### config.mk
export PLATFORM = sky130hd
export DESIGN_NAME = multilevel_feedback_tick_scheduler
export DESIGN_NICKNAME = d
export VERILOG_FILES = /design/src/hw/rtl/mfts_pkg.sv /design/src/hw/rtl/mfts_ctrl.sv /design/src/hw/rtl/mfts_dp.sv /design/src/hw/rtl/multilevel_feedback_tick_scheduler.sv
export SDC_FILE = /design/constraint.sdc
export NUM_CORES = 1
export LEC_CHECK = 0
export BUFFER_PORTS_ARGS = -buffer_cell sky130_fd_sc_hd__buf_2
export CORE_MARGIN = 2
export CORE_UTILIZATION = 60
export DETAILED_ROUTE_END_ITERATION = 7
export PLACE_DENSITY = 0.73
export SLEW_MARGIN = 10
export SYNTH_ARGS = -nofsm -noshare
export SYNTH_HDL_FRONTEND = slang
export SYNTH_SLANG_ARGS = --single-unit
### constraint.sdc
create_clock -name clk -period 10.3 [get_ports clk]
set_input_delay 1.03 -clock clk [delete_from_list [all_inputs] [get_ports clk]]
set_output_delay 1.03 -clock clk [all_outputs]
set_load 0.1 [all_outputs]
### src/hw/rtl/mfts_pkg.sv
package mfts_pkg;

	localparam int MAX_PROCS = 16;
	localparam int IDX_W     = $clog2(MAX_PROCS);
	localparam int CNT_W     = $clog2(MAX_PROCS + 1);

	localparam logic [1:0] ACT_LOAD    = 2'd0;
	localparam logic [1:0] ACT_TICK    = 2'd1;
	localparam logic [1:0] ACT_RESTART = 2'd2;

	localparam logic [1:0] CFG_QUANTUM_FIRST  = 2'd0;
	localparam logic [1:0] CFG_QUANTUM_SECOND = 2'd1;
	localparam logic [1:0] CFG_QUANTUM_THIRD  = 2'd2;
	localparam logic [1:0] CFG_MAX_BURST      = 2'd3;

	localparam logic [2:0] LVL_NONE   = 3'd0;
	localparam logic [2:0] LVL_FIRST  = 3'd1;
	localparam logic [2:0] LVL_SECOND = 3'd2;
	localparam logic [2:0] LVL_THIRD  = 3'd3;
	localparam logic [2:0] LVL_LAST   = 3'd4;

	localparam int NUM_LEVELS = 4;

	typedef struct packed {
		logic [1:0] action;
		logic [7:0] burst_time;
	} req_item_t;

	typedef struct packed {
		logic       load_accepted;
		logic       load_rejected;
		logic       ran;
		logic [3:0] process_id;
		logic [2:0] run_level;
		logic [7:0] time_left;
		logic       demoted;
		logic       finished;
		logic       all_done;
	} res_item_t;

	typedef struct packed {
		logic capture;
		logic exec;
	} dp_cmd_t;

endpackage

### src/hw/rtl/mfts_ctrl.sv
module mfts_ctrl (
	input  logic           clk,
	input  logic           arst_n,
	input  logic           req_valid,
	output logic           req_stall,
	output logic           res_valid,
	input  logic           res_stall,
	output mfts_pkg::dp_cmd_t cmd
);
	import mfts_pkg::*;

	typedef enum logic [1:0] {
		ST_IDLE = 2'b01,
		ST_EXEC = 2'b10
	} state_t;

	state_t state_q, state_d;
	logic   res_valid_q;
	logic   accept;

	// take a new request only when the result slot is empty or drains now
	assign req_stall = !((state_q == ST_IDLE) && (!res_valid_q || !res_stall));
	assign accept    = req_valid && !req_stall;
	assign res_valid = res_valid_q;

	assign cmd.capture = accept;
	assign cmd.exec    = (state_q == ST_EXEC);

	always_comb begin
		state_d = state_q;
		unique case (state_q)
			ST_IDLE: begin
				if (accept) state_d = ST_EXEC;
			end
			ST_EXEC: begin
				state_d = ST_IDLE;
			end
			default: begin
				state_d = ST_IDLE;
			end
		endcase
	end

	always_ff @(posedge clk or negedge arst_n) begin
		if (!arst_n) begin
			state_q     <= ST_IDLE;
			res_valid_q <= 1'b0;
		end else begin
			state_q <= state_d;
			if (cmd.exec) begin
				res_valid_q <= 1'b1;
			end else if (res_valid_q && !res_stall) begin
				res_valid_q <= 1'b0;
			end
		end
	end

endmodule

### src/hw/rtl/mfts_dp.sv
module mfts_dp (
	input  logic                clk,
	input  logic                arst_n,
	input  mfts_pkg::dp_cmd_t   cmd,
	input  mfts_pkg::req_item_t req,
	input  logic                cfg_we,
	input  logic [1:0]          cfg_index,
	input  logic [7:0]          cfg_data,
	output mfts_pkg::res_item_t res
);
	import mfts_pkg::*;

	// configuration
	logic [5:0] quant1_q, quant2_q, quant3_q;
	logic [7:0] max_burst_q;

	// process table
	logic [2:0] level_q [MAX_PROCS];
	logic [2:0] level_d [MAX_PROCS];
	logic [7:0] rem_q   [MAX_PROCS];

	// scheduling state
	logic [CNT_W-1:0] count_q, count_d;
	logic [2:0]       serv_q, serv_d;
	logic [CNT_W-1:0] scan_q, scan_d;
	logic [5:0]       slice_q, slice_d;
	logic             running_q, running_d;

	req_item_t item_q;
	res_item_t res_q, res_d;

	// search
	logic [MAX_PROCS-1:0] lvl_mask [NUM_LEVELS];
	logic [MAX_PROCS-1:0] sel_mask;
	logic                 found;
	logic [2:0]           plvl;
	logic [IDX_W-1:0]     pick;
	logic [7:0]           rem_cur, after;
	logic [5:0]           slice_base, slice_inc, qsel, qeff;
	logic                 rem_we;
	logic [IDX_W-1:0]     rem_idx;
	logic [7:0]           rem_wdata;
	logic                 any_left;

	always_comb begin
		for (int l = 0; l < NUM_LEVELS; l++) begin
			for (int k = 0; k < MAX_PROCS; k++) begin
				lvl_mask[l][k] = (CNT_W'(k) < count_q) && (level_q[k] == 3'(l + 1)) &&
					((3'(l + 1) > serv_q) ||
					 ((3'(l + 1) == serv_q) && (CNT_W'(k) >= scan_q)));
			end
		end
		found    = 1'b1;
		plvl     = LVL_NONE;
		sel_mask = '0;
		if (|lvl_mask[0]) begin
			plvl     = LVL_FIRST;
			sel_mask = lvl_mask[0];
		end else if (|lvl_mask[1]) begin
			plvl     = LVL_SECOND;
			sel_mask = lvl_mask[1];
		end else if (|lvl_mask[2]) begin
			plvl     = LVL_THIRD;
			sel_mask = lvl_mask[2];
		end else if (|lvl_mask[3]) begin
			plvl     = LVL_LAST;
			sel_mask = lvl_mask[3];
		end else begin
			found = 1'b0;
		end
		pick = '0;
		for (int k = MAX_PROCS - 1; k >= 0; k--) begin
			if (sel_mask[k]) pick = IDX_W'(k);
		end
	end

	assign rem_cur    = rem_q[pick];
	assign after      = rem_cur - 8'd1;
	// a different process or level starts a fresh slice
	assign slice_base = ((CNT_W'(pick) != scan_q) || (plvl != serv_q)) ? 6'd0 : slice_q;
	assign slice_inc  = slice_base + 6'd1;

	always_comb begin
		case (plvl)
			LVL_FIRST:  qsel = quant1_q;
			LVL_SECOND: qsel = quant2_q;
			default:    qsel = quant3_q;
		endcase
		qeff = (qsel == 6'd0) ? 6'd1 : qsel;
	end

	always_comb begin
		for (int k = 0; k < MAX_PROCS; k++) level_d[k] = level_q[k];
		count_d   = count_q;
		serv_d    = serv_q;
		scan_d    = scan_q;
		slice_d   = slice_q;
		running_d = running_q;
		rem_we    = 1'b0;
		rem_idx   = pick;
		rem_wdata = after;
		res_d     = '0;
		case (item_q.action)
			ACT_LOAD: begin
				if (running_q || (count_q >= CNT_W'(MAX_PROCS)) ||
				    (item_q.burst_time > max_burst_q)) begin
					res_d.load_rejected = 1'b1;
				end else begin
					rem_we    = 1'b1;
					rem_idx   = count_q[IDX_W-1:0];
					rem_wdata = item_q.burst_time;
					level_d[count_q[IDX_W-1:0]] =
						(item_q.burst_time != 8'd0) ? LVL_FIRST : LVL_NONE;
					count_d   = count_q + CNT_W'(1);
					res_d.load_accepted = 1'b1;
				end
			end
			ACT_TICK: begin
				running_d = 1'b1;
				if (found) begin
					rem_we          = 1'b1;
					res_d.ran       = 1'b1;
					res_d.process_id = 4'(pick);
					res_d.run_level = plvl;
					res_d.time_left = rem_cur;
					serv_d          = plvl;
					scan_d          = CNT_W'(pick);
					slice_d         = slice_inc;
					if (after == 8'd0) begin
						level_d[pick]  = LVL_NONE;
						res_d.finished = 1'b1;
						scan_d         = CNT_W'(pick) + CNT_W'(1);
						slice_d        = 6'd0;
					end else if ((plvl < LVL_LAST) && (slice_inc >= qeff)) begin
						level_d[pick] = plvl + 3'd1;
						res_d.demoted = 1'b1;
						scan_d        = CNT_W'(pick) + CNT_W'(1);
						slice_d       = 6'd0;
					end
				end else begin
					serv_d  = LVL_LAST;
					scan_d  = count_q;
					slice_d = 6'd0;
				end
			end
			ACT_RESTART: begin
				for (int k = 0; k < MAX_PROCS; k++) level_d[k] = LVL_NONE;
				count_d   = '0;
				serv_d    = LVL_FIRST;
				scan_d    = '0;
				slice_d   = 6'd0;
				running_d = 1'b0;
			end
			default: begin
			end
		endcase
		any_left = 1'b0;
		for (int k = 0; k < MAX_PROCS; k++) begin
			if (level_d[k] != LVL_NONE) any_left = 1'b1;
		end
		res_d.all_done = !any_left;
	end

	always_ff @(posedge clk or negedge arst_n) begin
		if (!arst_n) begin
			quant1_q    <= 6'd5;
			quant2_q    <= 6'd10;
			quant3_q    <= 6'd15;
			max_burst_q <= 8'd200;
			for (int k = 0; k < MAX_PROCS; k++) level_q[k] <= LVL_NONE;
			count_q   <= '0;
			serv_q    <= LVL_FIRST;
			scan_q    <= '0;
			slice_q   <= 6'd0;
			running_q <= 1'b0;
		end else begin
			if (cfg_we) begin
				unique case (cfg_index)
					CFG_QUANTUM_FIRST:  quant1_q    <= cfg_data[5:0];
					CFG_QUANTUM_SECOND: quant2_q    <= cfg_data[5:0];
					CFG_QUANTUM_THIRD:  quant3_q    <= cfg_data[5:0];
					CFG_MAX_BURST:      max_burst_q <= cfg_data;
					default: begin
					end
				endcase
			end
			if (cmd.exec) begin
				for (int k = 0; k < MAX_PROCS; k++) level_q[k] <= level_d[k];
				count_q   <= count_d;
				serv_q    <= serv_d;
				scan_q    <= scan_d;
				slice_q   <= slice_d;
				running_q <= running_d;
			end
		end
	end

	always_ff @(posedge clk) begin
		if (cmd.capture) item_q <= req;
		if (cmd.exec) begin
			res_q <= res_d;
			if (rem_we) rem_q[rem_idx] <= rem_wdata;
		end
	end

	assign res = res_q;

endmodule

### src/hw/rtl/multilevel_feedback_tick_scheduler.sv
// Four-level feedback scheduler over a table of sixteen processes. Load requests
// append a process with its burst time (refused past max_burst, into a full table,
// or once ticking has begun); tick requests run one time unit of the next process,
// serving levels one to three in index order with per-level quanta and demotion,
// and level four to completion; restart clears the table but keeps the
// configuration. Each request yields exactly one result. A request is first
// registered; then the find-first over all table entries and the table update
// complete and the result sits in an output register. The next request is taken
// only after the previous one has completed and that register is empty or being
// read, so one request is in flight at a time. Configuration writes take effect
// at once and belong in idle periods.
module multilevel_feedback_tick_scheduler (
	input  logic                clk,
	input  logic                arst_n,
	input  logic                req_valid,
	output logic                req_stall,
	input  mfts_pkg::req_item_t req,
	output logic                res_valid,
	input  logic                res_stall,
	output mfts_pkg::res_item_t res,
	input  logic                cfg_we,
	input  logic [1:0]          cfg_index,
	input  logic [7:0]          cfg_data
);
	import mfts_pkg::*;

	dp_cmd_t cmd;

	mfts_ctrl u_ctrl (
		.clk       (clk),
		.arst_n    (arst_n),
		.req_valid (req_valid),
		.req_stall (req_stall),
		.res_valid (res_valid),
		.res_stall (res_stall),
		.cmd       (cmd)
	);

	mfts_dp u_dp (
		.clk       (clk),
		.arst_n    (arst_n),
		.cmd       (cmd),
		.req       (req),
		.cfg_we    (cfg_we),
		.cfg_index (cfg_index),
		.cfg_data  (cfg_data),
		.res       (res)
	);

endmodule

== Yosys cells after proc, flatten, opt, wreduce, memory -nomap -nowiden ==
Memories as Yosys holds them, arrays and structs flattened.
Index checks and enable logic that the tools add are counted.

* Add/sub/neg operators: 5
* $lt $le $gt $ge: 44
* Equal/unequal tests: 81
* Multiplexer cells: 91
* Bitwise logic cells: 6
* Reduce and logical (&&, ||, !) cells: 306

{| class="wikitable"
|+ Operator list
! operator !! number
|-
| logical AND 1 bit || 198
|-
| 2-to-1 mux 48 bit || 4
|-
| one-hot mux 48 bit (3 select lines) || 1
|-
| equality test 3 x 2 -> 1 bit, second input constant || 33
|-
| bitwise mux 48 bit || 2
|-
| 2-to-1 mux 4 bit || 18
|-
| logical OR 1 bit || 68
|-
| 2-to-1 mux 16 bit || 4
|-
| OR reduction 16 bit || 4
|-
| equality test 3 x 1 -> 1 bit, second input constant || 17
|-
| bitwise AND 48 bit || 1
|-
| equality test 3 bit, second input constant || 16
|-
| inverter 48 bit || 1
|-
| nonzero test 3 bit || 16
|-
| greater-or-equal comparator 4 x 5 -> 1 bit, first input constant || 8
|-
| < comparator 4 x 5 -> 1 bit, first input constant || 8
|-
| 2-to-1 mux 1 bit || 32
|-
| 2-to-1 mux 6 bit || 5
|-
| demux 3 bit (select 4 bit) || 2
|-
| one-hot mux 6 bit (2 select lines) || 2
|-
| 2-to-1 mux 3 bit || 7
|-
| greater-or-equal comparator 3 x 5 -> 1 bit, first input constant || 4
|-
| < comparator 3 x 5 -> 1 bit, first input constant || 4
|-
| 2-to-1 mux 5 bit || 4
|-
| 43 further kinds || 74
|}

* Bits in registers: 128
* Memory bits (writable): 128
* Output and inout port bits: 23
* Logic and storage cells: 572
* Memories: 1

{| class="wikitable"
|+ Memories
! memory !! words !! bits a word !! read ports !! clocked after Yosys merged registers in !! write ports !! line !! text
|-
| u_dp.rem_q || 16 || 8 || 1 || 0 || 1 || mfts_dp.sv:20 || <nowiki>logic [7:0] rem_q [MAX_PROCS];</nowiki>
|}

== Logic depth before layout (Yosys ltp) ==
Gate-level depths: netlist (run 1).

* Depth after elaboration: 53
* Depth in mapped cells: 40
* Gate-level depth less buffers: 34

== Modules after synthesis ==
A second synthesis (run 1) with hierarchy kept.

* Cells, all modules: 1,773
* Area, all modules: 16,523.3 sq um

{| class="wikitable"
|+ Modules (own cells, without submodules)
! module !! instances !! cells each !! area each (sq um)
|-
| mfts_dp || 1 || 1,762 || 16,383.2
|-
| mfts_ctrl || 1 || 11 || 140.1
|}

== Least setup slack after synthesis (run 1) ==
OpenSTA, ideal clock, no wires.

* Path kind: reg2reg
* Start: register u_dp.count_q[4]
* End: register u_dp.res_q (netlist bit u_dp.res[0]), data pin
* Setup time: 0.139 ns
* Arrival time: 7.448 ns
* Data required time: 10.161 ns
* Slack: 2.713 ns
* Cell stages (with the launch flop): 38
* Path buffers: 7
* Clock period less this slack: 7.587 ns
* Cell sequence: dfrtp_1 > buf_6 > or4_4 > o211ai_2 > o31ai_1 > or4_1 > or4_1 > buf_4 > nor3_4 > buf_6 > a221oi_1 > o311a_1 > o211a_1 > buf_4 > nor2_4 > buf_4 > buf_6 > xnor2_1 > [2 not listed] > and2_1 > ha_1 > ha_1 > a21o_1 > a21oi_1 > nor2b_1 > o21ai_0 > nand2b_1 > a21oi_1 > nor2_1 > clkbuf_1 > nand2_1 > o21ai_0 > a221o_1 > nor4_1 > nand4_1 > or4_1 > nor2_1

{| class="wikitable"
|+ RTL lines
! what !! line !! text
|-
| start: declaration || mfts_dp.sv:23 || <nowiki>logic [CNT_W-1:0] count_q, count_d;</nowiki>
|-
| start signal: assignment || mfts_dp.sv:189 || <nowiki>count_q <= count_d;</nowiki>
|-
| end signal: assignment || mfts_dp.sv:201 || <nowiki>res_q <= res_d;</nowiki>
|-
| end: declaration || mfts_dp.sv:30 || <nowiki>res_item_t res_q, res_d;</nowiki>
|}

==> impl_metrics.ini, run 1 <==
[status]
outcome = complete, but fails checks
violations = design-rule violations

[placed_design]
dp.cells = 2095
io_buffers = 47
place.gp.congestion = 1.04
place_area_sq_mm = 0.0171
place_hpwl_um = 48600

[setup_path]
cp.required_ns = 10.74
slowest_stage = a221oi_1
crit_path_max_incr_delay_ns = 0.80
start_kind = flip-flop
path_class = flip-flop to flip-flop
path_max_fanout = 22
end_kind = flip-flop
cp.arrival_ns = 10.47

[timing]
finalHoldViolCount = 0
max_freq_mhz = 99.7
final.setup.tns_ns = 0
setup_viol_count_final = 0
finalHoldWorstSlack_ns = 0.441
slew_viol_final = 0
fin_crit_ns = 10.03
worst_pin_slew_ns = 1.36
rsz0062_at_grt = false
min_period_over_period_pct = 97.4
finClkSkew_ns = 0.0176
relSlewSlack_pct = 9.36

[final_layout]
drive_gt1_share_pct = 14.3
final_cells = 2145
num_antenna_cells = 0
final_cell_area_sq_mm = 0.0180
finish.utilization_pct = 66.6
nets = 1837
area_growth_pct = 8.71

[clock_tree]
tritoncts = built
post_cts_buffers = 0
hold_buffers = 0
cts.sinks = 256
clk_latency_ns = 0.58
postCtsResizedCells = 0
root_buffer = clkbuf_16
clockBufferDepth = 3
cts_buffers = 27
clk_pin_slew_ns = 0.07
htree_levels = 1

[grt]
grt_util_all_layers_pct = 48.7
antenna_found_initial = 2
grt_pass1_wl_um = 104000
grt_pass1_vias = 16144
gr-total-overflow = 0
grt_max_degree = 72

[die]
start_util_pct = 61.3
die_area_sq_mm = 0.0289
io_pins = 48
fp-row-count = 60
coreArea_sq_mm = 0.0270
die_y_um = 170
die_w_um = 170

[power_and_ir_drop]
vdd_drop_max_mv = 0.339
p_per_area_mw_per_mm2 = 333
power_leakage_nw = 6.82

[detailed_routing]
dr_total_vias = 17025
drc = 1
drt_iter0_drc = 3197
vias_per_cell = 7.94
totalWireLength_um = 70800
dr.pass1.iters = 8
wl_per_cell_um = 33.0
drtAntennaViolNets = 0

[synthesis]
yosys_warnings = 0
ys_types = 116
ys_seq_area_share_pct = 43.6
yosysTopAreaCell = edfxtp_1
synth-main-ff-cell = edfxtp_1
synthesis.nets = 1817
ys_ff_latch = 256
ys_top_cells_by_area = edfxtp_1 29%, dfrtp_1 13%, nand2_1 5.6%, o21ai_0 3.6%, nor2_1 3.1%
synth_area_per_cell_sq_um = 9.39
async_flop_share_pct = 37.9
synth_common_cells = 245 x nand2_1, 159 x edfxtp_1, 136 x nor2_1
synth.most_common_cell = nand2_1
synthCells = 1763
synthesis.area_sq_mm = 0.0166
synth_top_area_share_pct = 28.8
synth_edf_count = 159

[min_path]
hp-class = input pin to asynchronous set/reset pin

[run]
cap_viol_max_count = 0
[cell type report]
class / instances / area [sq um]
Fill cell: 1957 / 9020
Multi-Input combinational cell: 1342 / 8630
Sequential cell: 256 / 7220
Clock buffer: 34 / 712
Timing Repair Buffer: 103 / 658
Tap cell: 341 / 427
Inverter: 53 / 201
Clock inverter: 16 / 151
[cell usage in the layout (no fill, tap or decap), types with 24 or more instances in the layout]
cell       count
a31oi_1       24
clkbuf_16     27
o21ai_0      119
a21oi_1       95
nand2_1      245
inv_1         49
ha_1          29
mux2i_1       31
mux2_2        35
nor2b_1       24
nor2_1       135
edfxtp_1     159
dfrtp_1       84
nand3_1       65
nor3_1        37
buf_4         57
buf_2         46
nand4_1       29
[where the power goes]
group          internal [mW]  total [mW]  switching (mW)
Clock                  0.543       0.998           0.455
Combinational          0.865        3.33            2.47
Sequential              1.49        1.65           0.159
Total                   2.90        5.99            3.08
[cell families (layout without fill, tap and decap cells)]
kind of cell,Yosys count,after routing,synth area share (%)
adders and majority gates,29,29,2.19
AOI/OAI and AO/OA,524,524,22.5
buffers and inverters,165,206,4.44
muxes,72,72,5.07
DFF,256,256,43.6
xor gates and xnor gates,18,18,0.952
and+or+nand+nor,699,699,21.3
[worst max-delay path, delay by kind of cell, from the launching register on]
family	cells	cell delay [ns]
mux	1	0.13
fa+ha+maj	1	0.33
simple gates	10	4.00
buf+inv	4	0.95
compound gates	11	3.76
flops	1	0.67
[sequential cells by signal (all words and copies together), names as in the netlist]
register and flops:
u_dp.rem_q 128, u_ctrl.state_q 2, u_dp.count_q 5, u_dp.scan_q 5, u_dp.res 21, u_dp.item_q 10, u_dp.running_q 1, u_dp.quant3_q 6
u_ctrl.res_valid 1, u_dp.quant2_q 6, u_dp.serv_q 3, u_dp.level_q 48, u_dp.max_burst_q 8, u_dp.slice_q 6, u_dp.quant1_q 6
[through the flow]
stage	worst slack (ns)	power, mW
CTS	0.249	5.72
global route	0.0744	6.05
global placement	0.492	4.60
floorplan	2.71	3.58
detailed placement	0.357	4.68
finish	0.271	5.99
[metal layers]
metal,part of all wire (%),vias to the layer above,routed length [um],track usage (%)
met5,0,-,0,0
met4,9.7,0,6840,33.7
met3,15,539,10500,14.7
met2,42,1841,30000,73.4
met1,33,7887,23400,60.3
li1,-,6758,-,-
[path summary, 6_finish.rpt]
kind	slack (ns)	depth (start not counted)	endpoint	startpoint
hold / removal	0.44	1	u_dp.level_q[15]	arst_n
setup / recovery	0.27	27	u_dp.res[0]	u_dp.count_q[1]
hold reg to reg	0.49	1	u_dp.running_q	u_dp.running_q
max in group asynchronous	8.60	2	u_dp.quant2_q[4]	arst_n
min in group clk	0.49	1	u_dp.running_q	u_dp.running_q
setup reg to reg	0.27	27	u_dp.res[0]	u_dp.count_q[1]
Note: power is estimated with default switching activity, not from simulation.
==> inputs of run 2 (changes only) <==
Settings changed: BUFFER_PORTS_ARGS -buffer_cell sky130_fd_sc_hd__buf_2 to -buffer_cell sky130_fd_sc_hd__clkbuf_2.
==> impl_metrics.ini, run 2 (synthesis results as in run 1) <==
[status]
outcome = complete, no violations

[final_layout]
drive_gt1_share_pct = 15.5
regMostFlops = u_dp.rem_q
num_antenna_cells = 0
layout_commonest_cell = nand2_1
largest_reg_flops = 128
nets = 1851
area_growth_pct = 9.94
final_cells = 2160
mostFrequentLayoutCells = 245 x nand2_1, 159 x edfxtp_1, 136 x nor2_1

[clock_tree]
clk_latency_ns = 0.60
cts.sinks = 256
tritoncts = built
clk_pin_slew_ns = 0.07
clockBufferDepth = 3
htree_levels = 1
post_cts_buffers = 0
root_buffer = clkbuf_16
cts_buffers = 28

[setup_path]
end_kind = flip-flop
cp.required_ns = 10.71
crit_path_max_incr_delay_ns = 1.02
timing.critical_path.mode_cell = nor2_1
path_class = flip-flop to flip-flop
cp.arrival_ns = 10.40
start_kind = flip-flop
slowest_stage = dfrtp_1
path_max_fanout = 31

[grt]
grt_pass1_vias = 16157
gr-total-overflow = 0
grt_pass1_wl_um = 104000
grt_max_degree = 72
grt_util_all_layers_pct = 48.6
antenna_found_initial = 4

[die]
coreArea_sq_mm = 0.0270
die_w_um = 170
fp-row-count = 60
io_pins = 48
die_area_sq_mm = 0.0289
die_y_um = 170
start_util_pct = 61.3

[timing]
finClkSkew_ns = 0.0495
finalHoldViolCount = 0
slew_viol_final = 0
final.setup.worst_slack_ns = 0.311
rsz0062_at_grt = false
finalHoldWorstSlack_ns = 0.420
max_freq_mhz = 100
worst_pin_slew_ns = 1.32
min_period_over_period_pct = 97.0
relSlewSlack_pct = 11.7
final.setup.tns_ns = 0
setup_viol_count_final = 0
fin_crit_ns = 9.99

[power_and_ir_drop]
clkPwrFrac_pct = 17.6
power_leakage_nw = 6.96
power.internal_mw = 2.97
power_frac_comb_pct = 54.7
p_switching_mw = 3.07
p_seq_share_pct = 27.6
p_per_area_mw_per_mm2 = 332
total_power_mw = 6.04
p_sw_share_pct = 50.8
vdd_drop_max_mv = 0.390

[run]
cap_viol_max_count = 0

[detailed_routing]
drt_iter0_drc = 3631
drtAntennaViolNets = 0
vias_per_cell = 7.73
wl_per_cell_um = 32.4
drc = 0
totalWireLength_um = 70100
dr_total_vias = 16689
dr.pass1.iters = 7

[placed_design]
place_hpwl_um = 47900
place.gp.congestion = 1.06
dp.cells = 2108
pre_cts_ws_ns = 0.819
io_buffers = 47

[min_path]
hp-class = input pin to asynchronous set/reset pin
## run 2: cell types whose count changed in the layout (fill, tap and decap cells not counted), moves of 2 or more
cell / delta
buf_4: +13
clkbuf_1: -2
buf_2: -46
clkbuf_2: +50
clkbuf_16: +3
clkbuf_8: +2
clkinv_2: +4
clkinvlp_4: -3
clkinv_1: -7
## run 2: power groups by stage
| stage | clock, mW | sequential, mW | combinational (mW) |
|---|---|---|---|
| after global placement | 0 | 1.66 | 2.93 |
| after floorplan | 0 | 1.60 | 1.98 |
| after CTS | 1.06 | 1.65 | 3.06 |
| after global routing | 1.10 | 1.67 | 3.38 |
| final | 1.06 | 1.67 | 3.30 |
| after detailed placement | 0 | 1.67 | 3.00 |
## run 2: path summary, 6_finish.rpt
kind,cells after the start,from,to,slack (ns)
max in group asynchronous,2,arst_n,u_dp.scan_q[4],8.63
setup reg to reg,35,u_dp.serv_q[2],u_dp.res[0],0.31
min in group clk,1,u_dp.quant3_q[5],u_dp.quant3_q[5],0.52
hold / removal,1,arst_n,u_dp.level_q[27],0.42
hold reg to reg,1,u_dp.quant3_q[5],u_dp.quant3_q[5],0.52
setup / recovery,35,u_dp.serv_q[2],u_dp.res[0],0.31
## run 2: layout make-up
cell class / count / area, sq um
Fill cell: 1956 / 8820
Multi-Input combinational cell: 1342 / 8640
Sequential cell: 256 / 7220
Clock buffer: 42 / 835
Timing Repair Buffer: 116 / 756
Tap cell: 341 / 427
Inverter: 53 / 201
Clock inverter: 10 / 133
## run 2: timing repair
item                       4_1_cts  5_1_grt
gates resized for setup          0        2
setup endpoints to repair        0        1
hold buffers                     0        0
## run 2: per-layer routing
metal / routed length, um / GRT usage [%]
met1: 23900 / 60.2
met2: 29600 / 73.6
met3: 9580 / 13.4
met4: 6930 / 34.6
met5: 43 / 0
## run 2: per-stage QoR
step | area [sq um] | utilization (%)
finish | 18200 | 67.4
global route | 18200 | 67.4
CTS | 18200 | 67.3
detailed placement | 17200 | 63.7
global placement | 17200 | 63.7
floorplan | 16600 | -
## run 2: critical path, delay by kind of cell (launching register included)
| kind | cells | cell delay, ns |
|---|---|---|
| and+or+nand+nor | 18 | 4.20 |
| AOI/OAI and AO/OA | 11 | 3.24 |
| DFF | 1 | 1.02 |
| adders and majority gates | 2 | 0.60 |
| buffers and inverters | 3 | 0.55 |
| xor gates and xnor gates | 1 | 0.14 |
